$ cat config.mk
export PLATFORM = sky130hd
export DESIGN_NAME = skt_ctrl
export DESIGN_NICKNAME = d
export VERILOG_FILES = /design/src/rtl/sorted_key_table_assert.svh /design/src/rtl/skt_pkg.sv /design/src/rtl/skt_ctrl.sv
export SDC_FILE = /design/constraint.sdc
export NUM_CORES = 1
export LEC_CHECK = 0
export ABC_CLOCK_PERIOD_IN_PS = 7150
export BUFFER_PORTS_ARGS = -buffer_cell sky130_fd_sc_hd__buf_2
export CAP_MARGIN = 5
export CORE_ASPECT_RATIO = 1.25
export CORE_MARGIN = 1
export CORE_UTILIZATION = 35
export CTS_BUF_LIST = sky130_fd_sc_hd__clkbuf_8
export DETAILED_ROUTE_END_ITERATION = 8
export SLEW_MARGIN = 20
export SYNTH_ARGS = -nofsm -noshare
export SYNTH_HDL_FRONTEND = slang
export SYNTH_SLANG_ARGS = --single-unit
$ cat constraint.sdc
create_clock -name i_clk -period 7.15 [get_ports i_clk]
set_clock_uncertainty 0.1 [all_clocks]
set_input_delay 1.43 -clock i_clk [delete_from_list [all_inputs] [get_ports i_clk]]
set_output_delay 1.43 -clock i_clk [all_outputs]
set_load 0.01 [all_outputs]
$ cat src/rtl/sorted_key_table_assert.svh
// Assertion macros for the sorted key table RTL
`ifndef SORTED_KEY_TABLE_ASSERT_SVH
`define SORTED_KEY_TABLE_ASSERT_SVH
`ifndef NO_ASSERTIONS
`define SKT_ASSERT_CLK(lbl, clk, rst_n, prop, msg) \
    lbl: assert property (@(posedge clk) disable iff (!rst_n) prop) else $error(msg);
`define SKT_ASSERT(lbl, prop, msg) \
    lbl: assert property (@(posedge i_clk) disable iff (!i_rst_n) prop) else $error(msg);
`else
`define SKT_ASSERT_CLK(lbl, clk, rst_n, prop, msg)
`define SKT_ASSERT(lbl, prop, msg)
`endif
`endif

$ cat src/rtl/skt_pkg.sv
// Types, codes and defaults shared by the sorted key table modules
package skt_pkg;

    localparam int unsigned CAPACITY_DEF  = 128;
    localparam int unsigned KEY_BYTES_DEF = 8;
    localparam int unsigned KEY_W         = 64;
    localparam int unsigned IDX_W         = 7;
    localparam int unsigned CMD_W         = 3;
    localparam int unsigned STATUS_W      = 2;
    localparam int unsigned COUNT_OUT_W   = 8;

    typedef logic [CMD_W-1:0]    t_cmd;
    typedef logic [STATUS_W-1:0] t_status;

    localparam t_cmd CMD_INSERT = 3'd0;
    localparam t_cmd CMD_APPEND = 3'd1;
    localparam t_cmd CMD_REMOVE = 3'd2;
    localparam t_cmd CMD_SWAP   = 3'd3;
    localparam t_cmd CMD_READ   = 3'd4;

    localparam t_status ST_OK     = 2'd0;
    localparam t_status ST_FULL   = 2'd1;
    localparam t_status ST_BADIDX = 2'd2;

    typedef enum logic [3:0] {
        S_IDLE,
        S_INS_RD,
        S_INS_WR,
        S_TAIL,
        S_REM_RD,
        S_REM_WR,
        S_SWP_RDA,
        S_SWP_RDB,
        S_SWP_WRA,
        S_SWP_WRB,
        S_READ_RD,
        S_DONE
    } t_state;

    typedef enum logic [1:0] {
        WS_KEY,
        WS_CARRY,
        WS_RDATA,
        WS_TMP
    } t_wr_sel;

    // controller -> datapath
    typedef struct packed {
        logic                   key_load;
        logic                   rd_en;
        logic                   wr_en;
        t_wr_sel                wr_sel;
        logic                   carry_load;
        logic                   tmp_load;
        logic                   out_load;
        t_status                out_status;
        logic [COUNT_OUT_W-1:0] out_count;
        logic                   out_key_en;
        logic                   out_digit_en;
    } t_dp_cmd;

    // datapath -> controller
    typedef struct packed {
        logic lt;
        logic out_free;
    } t_dp_stat;

endpackage

$ cat src/rtl/skt_ctrl.sv
// Controller: command sequencing, entry count and memory addressing
module skt_ctrl
    import skt_pkg::*;
#(
    parameter int unsigned CAPACITY = CAPACITY_DEF,
    localparam int unsigned ADDR_W  = $clog2(CAPACITY),
    localparam int unsigned COUNT_W = $clog2(CAPACITY + 1)
) (
    input  logic               i_clk,
    input  logic               i_rst_n,
    input  logic               i_in_valid,
    output logic               o_in_ready,
    input  t_cmd               i_cmd,
    input  logic [IDX_W-1:0]   i_index_a,
    input  logic [IDX_W-1:0]   i_index_b,
    input  t_dp_stat           i_stat,
    output t_dp_cmd            o_cmd,
    output logic [ADDR_W-1:0]  o_rd_addr,
    output logic [ADDR_W-1:0]  o_wr_addr,
    output logic [COUNT_W-1:0] o_count
);

    localparam int unsigned CW = COUNT_W + IDX_W;

    t_state              r_state, n_state;
    t_cmd                r_cmd, n_cmd;
    t_status             r_status, n_status;
    logic [ADDR_W-1:0]   r_idx, n_idx;
    logic [ADDR_W-1:0]   r_idx_b, n_idx_b;
    logic [COUNT_W-1:0]  r_count, n_count;
    logic                r_found, n_found;

    logic [CW-1:0]          a_ext;
    logic [CW-1:0]          b_ext;
    logic [CW-1:0]          idx_ext;
    logic [CW-1:0]          cnt_ext;
    logic [COUNT_W+7:0]     cnt_wide;
    logic                   full;
    logic                   a_bad;
    logic                   b_bad;

    assign a_ext    = CW'(i_index_a);
    assign b_ext    = CW'(i_index_b);
    assign idx_ext  = CW'(r_idx);
    assign cnt_ext  = CW'(r_count);
    assign cnt_wide = {8'b0, r_count};
    assign full     = r_count >= COUNT_W'(CAPACITY);
    assign a_bad    = a_ext >= cnt_ext;
    assign b_bad    = b_ext >= cnt_ext;

    always_ff @(posedge i_clk) begin
        if (!i_rst_n) begin
            r_state <= S_IDLE;
            r_count <= '0;
        end else begin
            r_state <= n_state;
            r_count <= n_count;
        end
    end

    always_ff @(posedge i_clk) begin
        r_cmd    <= n_cmd;
        r_status <= n_status;
        r_idx    <= n_idx;
        r_idx_b  <= n_idx_b;
        r_found  <= n_found;
    end

    always_comb begin
        n_state    = r_state;
        n_cmd      = r_cmd;
        n_status   = r_status;
        n_idx      = r_idx;
        n_idx_b    = r_idx_b;
        n_count    = r_count;
        n_found    = r_found;
        o_cmd      = '0;
        o_rd_addr  = r_idx;
        o_wr_addr  = r_idx;
        o_in_ready = 1'b0;

        case (r_state)
            S_IDLE: begin
                o_in_ready = 1'b1;
                if (i_in_valid) begin
                    o_cmd.key_load = 1'b1;
                    n_cmd    = i_cmd;
                    n_status = ST_OK;
                    n_found  = 1'b0;
                    n_idx    = a_ext[ADDR_W-1:0];
                    n_idx_b  = b_ext[ADDR_W-1:0];
                    n_state  = S_DONE;
                    case (i_cmd)
                        CMD_INSERT, CMD_APPEND: begin
                            if (full) begin
                                n_status = ST_FULL;
                            end else if ((i_cmd == CMD_INSERT) && (r_count != '0)) begin
                                n_idx   = '0;
                                n_state = S_INS_RD;
                            end else begin
                                n_state = S_TAIL;
                            end
                        end
                        CMD_REMOVE: begin
                            if (a_bad) begin
                                n_status = ST_BADIDX;
                            end else if ((a_ext + CW'(1)) == cnt_ext) begin
                                n_count = r_count - 1'b1;
                            end else begin
                                n_state = S_REM_RD;
                            end
                        end
                        CMD_SWAP: begin
                            if (a_bad || b_bad) begin
                                n_status = ST_BADIDX;
                            end else begin
                                n_state = S_SWP_RDA;
                            end
                        end
                        CMD_READ: begin
                            if (a_bad) begin
                                n_status = ST_BADIDX;
                            end else begin
                                n_state = S_READ_RD;
                            end
                        end
                        default: begin
                        end
                    endcase
                end
            end

            S_INS_RD: begin
                o_cmd.rd_en = 1'b1;
                n_state     = S_INS_WR;
            end

            // once the slot is found every later entry moves up by one via the carry
            S_INS_WR: begin
                if (r_found) begin
                    o_cmd.wr_en      = 1'b1;
                    o_cmd.wr_sel     = WS_CARRY;
                    o_cmd.carry_load = 1'b1;
                end else if (i_stat.lt) begin
                    o_cmd.wr_en      = 1'b1;
                    o_cmd.wr_sel     = WS_KEY;
                    o_cmd.carry_load = 1'b1;
                    n_found          = 1'b1;
                end
                n_idx = ADDR_W'(r_idx + 1'b1);
                if ((idx_ext + CW'(1)) == cnt_ext) begin
                    n_state = S_TAIL;
                end else begin
                    n_state = S_INS_RD;
                end
            end

            S_TAIL: begin
                o_cmd.wr_en  = 1'b1;
                o_cmd.wr_sel = r_found ? WS_CARRY : WS_KEY;
                o_wr_addr    = r_count[ADDR_W-1:0];
                n_count      = r_count + 1'b1;
                n_state      = S_DONE;
            end

            S_REM_RD: begin
                o_cmd.rd_en = 1'b1;
                o_rd_addr   = ADDR_W'(r_idx + 1'b1);
                n_state     = S_REM_WR;
            end

            S_REM_WR: begin
                o_cmd.wr_en  = 1'b1;
                o_cmd.wr_sel = WS_RDATA;
                n_idx        = ADDR_W'(r_idx + 1'b1);
                if ((idx_ext + CW'(2)) == cnt_ext) begin
                    n_count = r_count - 1'b1;
                    n_state = S_DONE;
                end else begin
                    n_state = S_REM_RD;
                end
            end

            S_SWP_RDA: begin
                o_cmd.rd_en = 1'b1;
                n_state     = S_SWP_RDB;
            end

            S_SWP_RDB: begin
                o_cmd.rd_en    = 1'b1;
                o_cmd.tmp_load = 1'b1;
                o_rd_addr      = r_idx_b;
                n_state        = S_SWP_WRA;
            end

            S_SWP_WRA: begin
                o_cmd.wr_en  = 1'b1;
                o_cmd.wr_sel = WS_RDATA;
                n_state      = S_SWP_WRB;
            end

            S_SWP_WRB: begin
                o_cmd.wr_en  = 1'b1;
                o_cmd.wr_sel = WS_TMP;
                o_wr_addr    = r_idx_b;
                n_state      = S_DONE;
            end

            S_READ_RD: begin
                o_cmd.rd_en = 1'b1;
                n_state     = S_DONE;
            end

            // read data stays in the datapath until the result is loaded
            S_DONE: begin
                if (i_stat.out_free) begin
                    o_cmd.out_load     = 1'b1;
                    o_cmd.out_status   = r_status;
                    o_cmd.out_count    = cnt_wide[7:0];
                    o_cmd.out_key_en   = (r_cmd == CMD_READ) && (r_status == ST_OK);
                    o_cmd.out_digit_en = (r_cmd == CMD_INSERT) && (r_status == ST_OK);
                    n_state            = S_IDLE;
                end
            end

            default: begin
                n_state = S_IDLE;
            end
        endcase
    end

    assign o_count = r_count;

endmodule

Word level (Yosys, flattened, before mapping)
Cells that the tools add are included.
- output and inout port bits: 43
- register bits after elaboration: 32
- logic and storage cells: 109
- order comparisons: 3
- reduce and logical (&&, ||, !) cells: 23
- equality and inequality tests: 25
- mux-type cells: 45
- add/sub/neg operators: 6
- operator list (operator ; number):
    $pmux 7 s2 ; 3
    $mux 8 ; 5
    $pmux 4 s10 ; 1
    $mux 4 ; 9
    $mux 7 ; 4
    $mux 13 ; 2
    $eq 8x8->1 ; 3
    $pmux 8 s3 ; 1
    $add 7x1->8 const B ; 2
    $eq 4x3->1 const B ; 4
    $eq 4x4->1 const B ; 4
    $ge 7x8->1 ; 2
    $pmux 4 s4 ; 1
    $mux 1 ; 12
    $pmux 3 s4 ; 1
    $ne 2x2->1 const B ; 5
    $add 7x2->8 const B ; 1
    $add 8x1->8 const B ; 1
    $eq 4x2->1 const B ; 2
    $ge 8x8->1 const B ; 1
    $mux 2 ; 4
    $reduce_and 2->1 ; 4
    $reduce_bool 8->1 ; 1
    $reduce_or 2->1 ; 4
    19 further kinds ; 25

Longest topological paths before layout
Gate-level depths: netlist of the first run.
- depth in word-level cells: 7
- depth in mapped cells: 11
- depth with buffers taken out: 10

Worst setup path before layout of the first run
OpenSTA, ideal clock, no wires.
- path type: input to output
- start: input port i_stat[0] (netlist name)
- end: output port o_cmd[0] (netlist name)
- path buffers: 0
- data required time: 5620 ps
- arrival time: 2130 ps
- stages: 4
- setup slack: 3490 ps
- cell sequence: nand2_1 > nor2_1 > nand2_1 > nor2_1
- RTL lines (element ; RTL line ; source):
    from (decl) ; skt_ctrl.sv:16 ; input t_dp_stat i_stat,
    to (decl) ; skt_ctrl.sv:17 ; output t_dp_cmd o_cmd,

Final worst setup path of the first run
- start: register r_state[3]
- end: output port o_wr_addr[6]
- cells in the longest elaborated chain, start to end: 2
- elaborated cells between the ends (all ways): 3
- RTL lines (element ; RTL line ; source):
    from (decl) ; skt_ctrl.sv:25 ; t_state r_state, n_state;
    from (signal assigned) ; skt_ctrl.sv:56 ; r_state <= n_state;
    $eq 4x4->1 / $eq 4x2->1 (equally long branches) ; skt_ctrl.sv:82 ; case (r_state)
    $pmux 7 s2 * ; skt_ctrl.sv:82 ;
    to (decl) ; skt_ctrl.sv:19 ; output logic [ADDR_W-1:0] o_wr_addr,
Mark *: on every way between the ends. The rest lies on a longest branch, timed or not.

==> flow_metrics.env, run 1 <==
export IMPL_status="complete, no violations"
export IMPL_crit_family="flip-flops"
export IMPL_period_minus_slack_ns=4.33
export IMPL_p_leak_nw=1.58
export IMPL_clkLatencyLatePin_ns=0.30
export IMPL_yosys_area_share_adder_pct=11.6
export IMPL_hold_viol=0
export IMPL_num_rows=39
export IMPL_io_pins=65
export IMPL_initial_utilization_pct=36.1
export IMPL_crit_arrival_ns=2.80
export IMPL_ctsResizeCount=0
export IMPL_drt_first_pass_iters=5
export IMPL_setup_slack_ns=2.82
export IMPL_route_detailed_drc=0
export IMPL_synth_cell_types=59
export IMPL_crit_path_end_kind="output pin"
export IMPL_die_h_um=111
export IMPL_wl_per_cell_um=17.7
export IMPL_setup_tns_ns=0
export IMPL_synth_xor_area_share_pct=9.48
export IMPL_synth_compound_area_share_pct=23.5
export IMPL_required_ns=5.62
export IMPL_synth_top_flop_cell="edfxtp_1"
export IMPL_switching_share_pct=49.5
export IMPL_worstHoldPathType="reg -> reg"
export IMPL_setup_violations=0
export IMPL_cts_sinks=32
export IMPL_num_vias=3399
export IMPL_grtUsageTotal_pct=21.9
export IMPL_cp_max_fo=20
export IMPL_min_from="r_found"
export IMPL_postSynthAreaPerCell_um2=7.87
export IMPL_clk_path_buf_depth=2
export IMPL_core_mm2=0.00917
export IMPL_dieArea_mm2=0.00986
export IMPL_synth_edf_count=20
export IMPL_power_share_combinational_pct=58.1
export IMPL_period_share_pct=60.6
export IMPL_cts_setup_buffers=0
export IMPL_synth_simple_area_share_pct=24.0
export IMPL_reg2reg_slack_ns=3.44
export IMPL_crit_type="reg -> out"
export IMPL_maxCapViolCount=0
export IMPL_syn_num_nets=473
export IMPL_vdd_drop_max_mv=0.142
export IMPL_synth_mux_area_share_pct=0.642
export IMPL_syn_instance_count=421
export IMPL_startpoint="r_state[3]"
export IMPL_seqPwrFrac_pct=29.5
export IMPL_htreeDepth=2
export IMPL_gp_congestion=0.930
export IMPL_ys_warn_count=0
export IMPL_grt_overflow=0
export IMPL_powerDensity_mw_per_mm2=382
export IMPL_grt_max_degree=29
export IMPL_r2r_start="r_state[1]"
export IMPL_clock_fmax_ghz=0.231
export IMPL_worstSetupStartpointType="register"
export IMPL_antenna_cells=0
export IMPL_syn_to_final_growth_pct=14.4
export IMPL_synth_top_family_by_area="simple AND/OR/NAND/NOR gates"
export IMPL_ys_ff_latch=32
export IMPL_postRouteAntennaNets=0
export IMPL_rsz0062_at_grt="no"
export IMPL_grt_pass1_vias=3258
export IMPL_cts_made_buffers=5
export IMPL_async_flop_share_pct=0
export IMPL_place_hpwl_um=8050
export IMPL_antenna_found_initial=0
export IMPL_drt_initial_drc_count=299
export IMPL_worst_path_largest_cell_delay_ns=0.76
export IMPL_syn_area_mm2=0.00331
export IMPL_layout_drive_gt1_share_pct=17.3
export IMPL_die_w_um=89.0
export IMPL_drt_wl_total_um=10500
export IMPL_p_int_mw=0.732
export IMPL_viasPerCell=5.74
export IMPL_place_ws_ns=3.13
export IMPL_crit_buf_inv=2
export IMPL_fin_nets=520
export IMPL_cts_tree="built"
export IMPL_crit_chain="nor2b_1 > nand2_1 > clkinv_1 > ha_1 > o22a_1 > buf_2"
export IMPL_port_buffers=64
export IMPL_worst_pin_slew_ns=0.905
export IMPL_hold_buffers=0
export IMPL_clk_pin_slew_ns=0.07
export IMPL_clkPwrFrac_pct=12.4
export IMPL_power_switching_mw=0.717
export IMPL_seq_area_frac_synth_pct=25.4
export IMPL_post_route_util_pct=41.3
export IMPL_root_buffer="clkbuf_8"
export IMPL_grt_pass1_wl_um=16600
export IMPL_slew_limit_headroom_pct=39.6
export IMPL_cp_slowest_cell="dfxtp_1"
export IMPL_drv_slew=0
-- power groups by stage --
stage | registers (mW) | clock network [mW] | logic (mW)
after global routing | 0.438 | 0.191 | 0.935
after floorplan | 0.319 | 0 | 0.691
after CTS | 0.422 | 0.181 | 0.840
final | 0.428 | 0.180 | 0.842
after detailed placement | 0.425 | 0 | 0.835
after global placement | 0.425 | 0 | 0.824
-- cell usage after synthesis, types with 2 or more instances --
| cell | number | area share (%) |
|---|---|---|
| nor3b_1 | 2 | 0.45 |
| buf_4 | 2 | 0.45 |
| a22oi_1 | 2 | 0.45 |
| xnor2_1 | 19 | 5.0 |
| o41ai_1 | 3 | 0.79 |
| nor3_1 | 14 | 2.1 |
| inv_1 | 18 | 2.0 |
| nand2b_1 | 5 | 0.94 |
| nand4b_1 | 2 | 0.53 |
| or4_1 | 3 | 0.68 |
| a22o_1 | 2 | 0.53 |
| buf_2 | 8 | 1.2 |
| xor2_1 | 15 | 4.0 |
| o22ai_1 | 2 | 0.38 |
| nor2b_1 | 6 | 1.1 |
| edfxtp_1 | 20 | 18 |
| and2_1 | 7 | 1.3 |
| o21ai_0 | 31 | 4.7 |
| and3_1 | 3 | 0.57 |
| ha_1 | 29 | 11 |
| clkbuf_1 | 14 | 1.6 |
| a32oi_1 | 2 | 0.53 |
| nor2_1 | 49 | 5.6 |
| a221o_1 | 7 | 2.1 |
| o2111ai_1 | 2 | 0.53 |
| dfxtp_1 | 12 | 7.3 |
| or3_1 | 3 | 0.57 |
| o211ai_1 | 4 | 0.91 |
| nand3_1 | 17 | 2.6 |
| a311oi_1 | 2 | 0.53 |
| a21o_1 | 8 | 1.8 |
| nor4_1 | 4 | 0.76 |
| nand2_1 | 34 | 3.9 |
| a21oi_1 | 30 | 4.5 |
| a31oi_1 | 4 | 0.76 |
| o22a_1 | 6 | 1.6 |
| nand4_1 | 6 | 1.1 |
| o21bai_1 | 3 | 0.68 |
-- final cells by class --
type                       instances  area, µm²
clock inverter                     3       41.3
multi-input combinational        346       2290
timing repair buffer              64        320
sequential                        32        841
clock buffer                       5       68.8
inverter                          19       71.3
fill                             986       5380
tap                              123        154
-- path summary, 6_finish.rpt --
| path | end | cells after the start |
|---|---|---|
| setup / recovery | o_wr_addr[6] | 6 |
| hold / removal | r_found | 2 |
| setup reg to reg | o_count[7] | 10 |
| hold reg to reg | r_found | 2 |
-- state kept, by name (all words and copies together), names as in the netlist --
register and flops:
r_found 1, r_state 4, r_status 2, r_idx_b 7
r_cmd 3, o_count 8, r_idx 7
-- stage by stage --
step           hold WS (ns)  cells  power, mW  area (µm²)
2_1_floorplan         0.444    421       1.01        3310
6_report              0.539    592       1.45        3790
5_1_grt               0.565    592       1.56        3790
4_1_cts               0.541    592       1.44        3790
3_3_place_gp          0.502    584       1.25        3680
3_5_place_dp          0.524    584       1.26        3680
-- metal layers --
layer	wire (µm)	share of wire (%)	global-route usage [%]	vias to the layer above
met1	4360	42	29.0	1610
li1	-	-	-	1630
met2	5170	49	35.4	137
met3	648	6.2	2.61	22
met4	300	2.9	9.42	0
met5	0	0	0	-
-- cell families (layout without fill, tap and decap cells) --
family | count (synthesis) | count (layout)
xor+xnor | 35 | 35
fa+ha+maj | 30 | 30
simple gates | 162 | 162
compound gates | 117 | 117
mux | 2 | 2
buf+inv | 43 | 91
flops | 32 | 32
-- tightest hold or removal path, cell delays in order (launching register included) --
cell and delay (ns):
edfxtp_1 0.37, nor2_1 0.06, nor2_1 0.09
-- cells in the final DEF (no fill, tap or decap), types with 6 or more instances in the layout --
| cell | synthesis | routed |
|---|---|---|
| inv_1 | 18 | 18 |
| and2_1 | 7 | 7 |
| xnor2_1 | 19 | 19 |
| ha_1 | 29 | 29 |
| o21ai_0 | 31 | 31 |
| buf_2 | 8 | 64 |
| nand2_1 | 34 | 34 |
| nor2_1 | 49 | 49 |
| a21oi_1 | 30 | 30 |
| nand3_1 | 17 | 17 |
| xor2_1 | 15 | 15 |
| nor2b_1 | 6 | 6 |
| a221o_1 | 7 | 7 |
| edfxtp_1 | 20 | 20 |
| o22a_1 | 6 | 6 |
| a21o_1 | 8 | 8 |
| dfxtp_1 | 12 | 12 |
| nand4_1 | 6 | 6 |
| nor3_1 | 14 | 14 |
Note: power is estimated with default switching activity, not from simulation.
==> inputs of run 2 (changes only) <==
- ABC_AREA: unset -> 1
- ABC_CLOCK_PERIOD_IN_PS: 7150 -> 4300
- clock period: 7.15 -> 4.3 ns (I/O delays scaled with it)
==> run 2 against run 1 <==
Effect of this change:
- total power rose by 50%
- clock power rose by 24%
- sequential power up 39%
- global-route usage grew 0.31 points
- critical path depth increased by 2
- critical path type unchanged
- critical endpoint is now o_wr_addr[5]
- largest power group unchanged
==> flow_metrics.env, run 2 <==
export IMPL_hold_viol=0
export IMPL_clk_pin_slew_ns=0.07
export IMPL_slew_limit_headroom_pct=47.7
export IMPL_die_h_um=109
export IMPL_die_w_um=87.9
export IMPL_place_inst=651
export IMPL_wl_per_cell_um=15.5
export IMPL_drt_initial_drc_count=166
export IMPL_drt_wl_total_um=10200
export IMPL_hold_buffers=0
export IMPL_p_leak_nw=1.87
export IMPL_worstSetupStartpointType="register"
export IMPL_synthTopCellsByArea="edfxtp_1 19%, nand2_1 12%, ha_1 11%, inv_1 8.1%, dfxtp_1 7.4%"
export IMPL_synthTopCellsByCount="106 x nand2_1, 70 x inv_1, 63 x nor2_1"
export IMPL_period_minus_slack_ns=3.19
export IMPL_min_from="o_count[7]"
export IMPL_crit_type="reg -> out"
export IMPL_startpoint="r_state[1]"
export IMPL_grtUsageTotal_pct=22.2
export IMPL_num_vias=3338
export IMPL_async_flop_share_pct=0
export IMPL_setup_violations=0
export IMPL_crit_arrival_ns=2.23
export IMPL_maxCapViolCount=0
export IMPL_clkLatencyLatePin_ns=0.29
export IMPL_place_ws_ns=1.42
export IMPL_setup_tns_ns=0
export IMPL_period_share_pct=74.1
export IMPL_initial_utilization_pct=36.7
export IMPL_route_detailed_drc=0
export IMPL_layout_commonest_cell="nand2_1"
export IMPL_seq_area_frac_synth_pct=26.0
export IMPL_yosysMostFrequentCell="nand2_1"
export IMPL_vdd_drop_max_mv=0.220
export IMPL_fin_cells=659
export IMPL_ys_warn_count=0
export IMPL_setup_slack_ns=1.11
export IMPL_required_ns=3.34
export IMPL_clock_fmax_ghz=0.314
export IMPL_postRouteAntennaNets=0
export IMPL_cts_tree="built"
export IMPL_layout_drive_gt1_share_pct=18.0
export IMPL_grt_pass1_vias=3138
export IMPL_crit_path_end_kind="output pin"
export IMPL_ys_ff_latch=32
export IMPL_grt_max_degree=14
export IMPL_synth_top_area_cell="edfxtp_1"
export IMPL_r2r_start="r_state[1]"
export IMPL_synth_edf_count=20
export IMPL_worstHoldPathType="reg -> reg"
export IMPL_io_pins=65
export IMPL_gp_congestion=0.940
export IMPL_drt_first_pass_iters=4
export IMPL_root_buffer="clkbuf_8"
export IMPL_worst_pin_slew_ns=0.781
export IMPL_cts_made_buffers=5
export IMPL_syn_instance_count=471
export IMPL_antenna_cells=0
export IMPL_drv_slew=0
export IMPL_viasPerCell=5.07
export IMPL_antenna_found_initial=0
export IMPL_postSynthAreaPerCell_um2=6.85
export IMPL_port_buffers=64
export IMPL_num_rows=38
export IMPL_clk_path_buf_depth=2
export IMPL_synth_top_area_share_pct=18.6
export IMPL_ctsResizeCount=0
export IMPL_cts_setup_buffers=0
export IMPL_post_route_util_pct=42.8
export IMPL_synth_cell_types=40
export IMPL_cts_sinks=32
export IMPL_syn_to_final_growth_pct=16.6
export IMPL_largest_register_ffs=8
export IMPL_dieArea_mm2=0.00961
export IMPL_syn_num_nets=523
export IMPL_place_hpwl_um=8350
export IMPL_rsz0062_at_grt="no"
export IMPL_status="complete, no violations"
export IMPL_synth_top_flop_cell="edfxtp_1"
export IMPL_powerDensity_mw_per_mm2=579
export IMPL_cp_max_fo=10
export IMPL_layout_common_cells="106 x nand2_1, 72 x inv_1, 64 x buf_2"
export IMPL_grt_overflow=0
export IMPL_htreeDepth=2
export IMPL_syn_area_mm2=0.00323
export IMPL_grt_pass1_wl_um=16000
export IMPL_core_mm2=0.00880
export IMPL_fin_nets=590
run 2: cell count changes after synthesis, sizes merged, moves of 7 or more:
cell    delta
buf        -8
xnor2      -9
nor2      +24
clkbuf    -11
nand2     +75
a221o      -7
inv       +55
nand3     +14
a21o       -8
a21oi      -7
nor3       -9
run 2: worst max-delay path, stage by stage (launching register included):
cell,delay [ns]
dfxtp_1,0.43
nor2_1,0.07
inv_1,0.10
nor2_1,0.12
nor2_1,0.35
clkinv_1,0.35
a22oi_1,0.23
o21ai_0,0.13
buf_2,0.15
run 2: cells by family after synthesis:
group / Yosys count / share of synthesized area (%)
buf+inv: 79 / 9.46
fa+ha+maj: 30 / 11.9
flops: 32 / 26.0
compound gates: 78 / 14.7
xor+xnor: 25 / 7.02
simple gates: 227 / 30.9
run 2: per-layer routing:
metal,share of wire (%),global-route usage [%],up-vias,wire [µm]
met5,0,0,-,0
met2,48,38.4,109,4960
met4,4.0,11.6,0,407
li1,-,-,1672,-
met3,4.9,2.33,29,502
met1,43,27.0,1528,4360
run 2: path summary, 6_finish.rpt:
path	endpoint	depth (start not counted)	slack, ns
setup / recovery	o_wr_addr[5]	8	1.11
hold / removal	o_count[7]	2	0.48
setup reg to reg	o_count[6]	12	1.31
hold reg to reg	o_count[7]	2	0.48
run 2: layout make-up:
cell class | count | area, µm²
clock inverters | 3 | 12.5
multi-input cells | 360 | 2080
repair buffers | 65 | 328
fillers | 964 | 5030
clock buffers | 5 | 68.8
flip-flops and latches | 32 | 841
well taps | 120 | 150
inverters | 74 | 280
run 2: through the flow:
stage,instance area [µm²],power (mW),hold WS [ns]
final,3760,2.18,0.479
after global routing,3760,2.37,0.527
after CTS,3760,2.17,0.483
after detailed placement,3680,1.95,0.468
after global placement,3680,1.94,0.501
after floorplan,3230,1.52,0.442
run 2: report_power, final:
| group | internal (mW) | switching (mW) |
|---|---|---|
| clock network | 0.109 | 0.114 |
| registers | 0.458 | 0.135 |
| logic | 0.498 | 0.866 |
| total | 1.07 | 1.12 |
==> inputs of run 3 (changes only) <==
- ABC_CLOCK_PERIOD_IN_PS: 4300 -> 3100
- clock period: 4.3 -> 3.1 ns (I/O delays scaled with it)
==> run 3 against run 2 <==
Effect of this change:
- worst hold slack lost 0.047 ns
- register-to-register slack lost 0.84 ns
- routed wire length shrank 1.8%
- cell count grew 0.91%
==> flow_metrics.env, run 3 (synthesis gave the netlist of run 2 again) <==
export IMPL_antenna_cells=0
export IMPL_worstSetupStartpointType="register"
export IMPL_clk_pin_slew_ns=0.08
export IMPL_cts_setup_buffers=0
export IMPL_syn_to_final_growth_pct=19.5
export IMPL_finish_instance_area_mm2=0.00386
export IMPL_place_hpwl_um=8210
export IMPL_io_pins=65
export IMPL_crit_family="compound AO/OA/AOI/OAI gates"
export IMPL_hold_buffers=0
export IMPL_clkLatencyLatePin_ns=0.30
export IMPL_placedInstanceArea_mm2=0.00373
export IMPL_rsz0062_at_grt="no"
export IMPL_setup_violations=0
export IMPL_status="complete, no violations"
export IMPL_setup_slack_ns=0.292
export IMPL_cp_max_fo=7
export IMPL_power_switching_mw=1.54
export IMPL_wl_per_cell_um=15.1
export IMPL_port_buffers=64
export IMPL_multiInputGateArea_mm2=0.00209
export IMPL_worst_path_largest_cell_delay_ns=0.54
export IMPL_place_ws_ns=0.415
export IMPL_clk_path_buf_depth=2
export IMPL_setup_tns_ns=0
export IMPL_worstHoldPathType="in -> reg"
export IMPL_drt_wl_total_um=10100
export IMPL_viasPerCell=4.97
export IMPL_post_route_util_pct=43.9
export IMPL_postRouteAntennaNets=0
export IMPL_crit_chain="ha_1 > nand2_2 > o21ai_0 > o221ai_1 > buf_2"
export IMPL_maxCapViolCount=0
export IMPL_power_share_combinational_pct=60.5
export IMPL_period_share_pct=90.6
export IMPL_root_buffer="clkbuf_8"
export IMPL_largest_register_ffs=8
export IMPL_fin_cells=665
export IMPL_powerDensity_mw_per_mm2=824
export IMPL_power_total_mw=3.18
export IMPL_period_minus_slack_ns=2.81
export IMPL_crit_arrival_ns=2.09
export IMPL_layout_commonest_cell="nand2_1"
export IMPL_initial_utilization_pct=36.7
export IMPL_crit_type="reg -> out"
export IMPL_drt_initial_drc_count=218
export IMPL_cts_tree="built"
export IMPL_num_vias=3308
export IMPL_route_detailed_drc=0
export IMPL_crit_buf_inv=1
export IMPL_finalHoldWorstSlack_ns=0.432
export IMPL_ff_latch_area_um2=841
export IMPL_grtUsageTotal_pct=22.1
export IMPL_hold_viol=0
export IMPL_fin_nets=596
export IMPL_grt_pass1_wl_um=15900
export IMPL_gp_congestion=0.965
export IMPL_slew_limit_headroom_pct=55.6
export IMPL_seqPwrFrac_pct=25.3
export IMPL_p_leak_nw=1.92
export IMPL_die_h_um=109
export IMPL_switching_share_pct=48.4
export IMPL_layout_drive_gt1_share_pct=19.3
export IMPL_drt_first_pass_iters=5
export IMPL_place_inst=657
export IMPL_dieArea_mm2=0.00961
export IMPL_n_fill_cell=943
export IMPL_worst_pin_slew_ns=0.662
export IMPL_die_w_um=87.9
export IMPL_required_ns=2.38
export IMPL_core_mm2=0.00880
export IMPL_cts_sinks=32
export IMPL_crit_path_end_kind="output pin"
export IMPL_layout_common_cells="106 x nand2_1, 70 x inv_1, 64 x buf_2"
export IMPL_grt_overflow=0
export IMPL_drv_slew=0
export IMPL_grt_pass1_vias=3078
export IMPL_grt_max_degree=14
export IMPL_cp_slowest_cell="edfxtp_1"
export IMPL_p_int_mw=1.64
export IMPL_htreeDepth=2
export IMPL_cts_made_buffers=5
export IMPL_vdd_drop_max_mv=0.297
export IMPL_num_rows=38
export IMPL_clkPwrFrac_pct=14.3
export IMPL_antenna_found_initial=0
export IMPL_clock_fmax_ghz=0.356
run 3: cell types whose count changed in the layout (fill, tap and decap cells not counted):
cell / delta
nor2_4: +1
bufinv_16: +1
buf_4: +6
clkbuf_8: +2
nor2_2: -1
inv_1: -2
clkinv_2: -1
run 3: worst paths after layout:
check | startpoint | endpoint | slack, ns | cells past startpoint
setup / recovery | r_idx[1] | o_rd_addr[3] | 0.29 | 5
hold / removal | i_index_b[0] | r_idx_b[0] | 0.43 | 1
setup reg to reg | r_state[1] | o_count[5] | 0.47 | 11
hold reg to reg | o_count[7] | o_count[7] | 0.49 | 2
run 3: layout make-up:
cell class | count | area share, %
clock buffers | 7 | 2.50
clock inverters | 1 | 0.778
inverters | 74 | 7.27
multi-input cells | 360 | 54.1
flip-flops and latches | 32 | 21.8
well taps | 120 | 3.89
repair buffers | 71 | 9.67
run 3: timing repair:
item / 4_1_cts / 5_1_grt
endpoints found under the hold margin: 0 / 0
setup endpoints to repair: 0 / 1
gates resized for setup: 0 / 1
run 3: power by group through the flow:
stage	Combinational [mW]	Clock (mW)	Sequential, mW
2_1_floorplan	1.34	0	0.765
4_1_cts	1.92	0.462	0.801
3_5_place_dp	1.91	0	0.811
3_3_place_gp	1.91	0	0.806
6_report	1.92	0.454	0.803
5_1_grt	2.17	0.475	0.822
run 3: per-layer routing:
| layer | part of all wire (%) | GRT usage [%] | vias up |
|---|---|---|---|
| met3 | 3.8 | 3.08 | 12 |
| met1 | 45 | 28.5 | 1523 |
| met5 | 0 | 0 | - |
| met4 | 1.6 | 7.85 | 0 |
| met2 | 49 | 37.3 | 85 |
| li1 | - | - | 1688 |
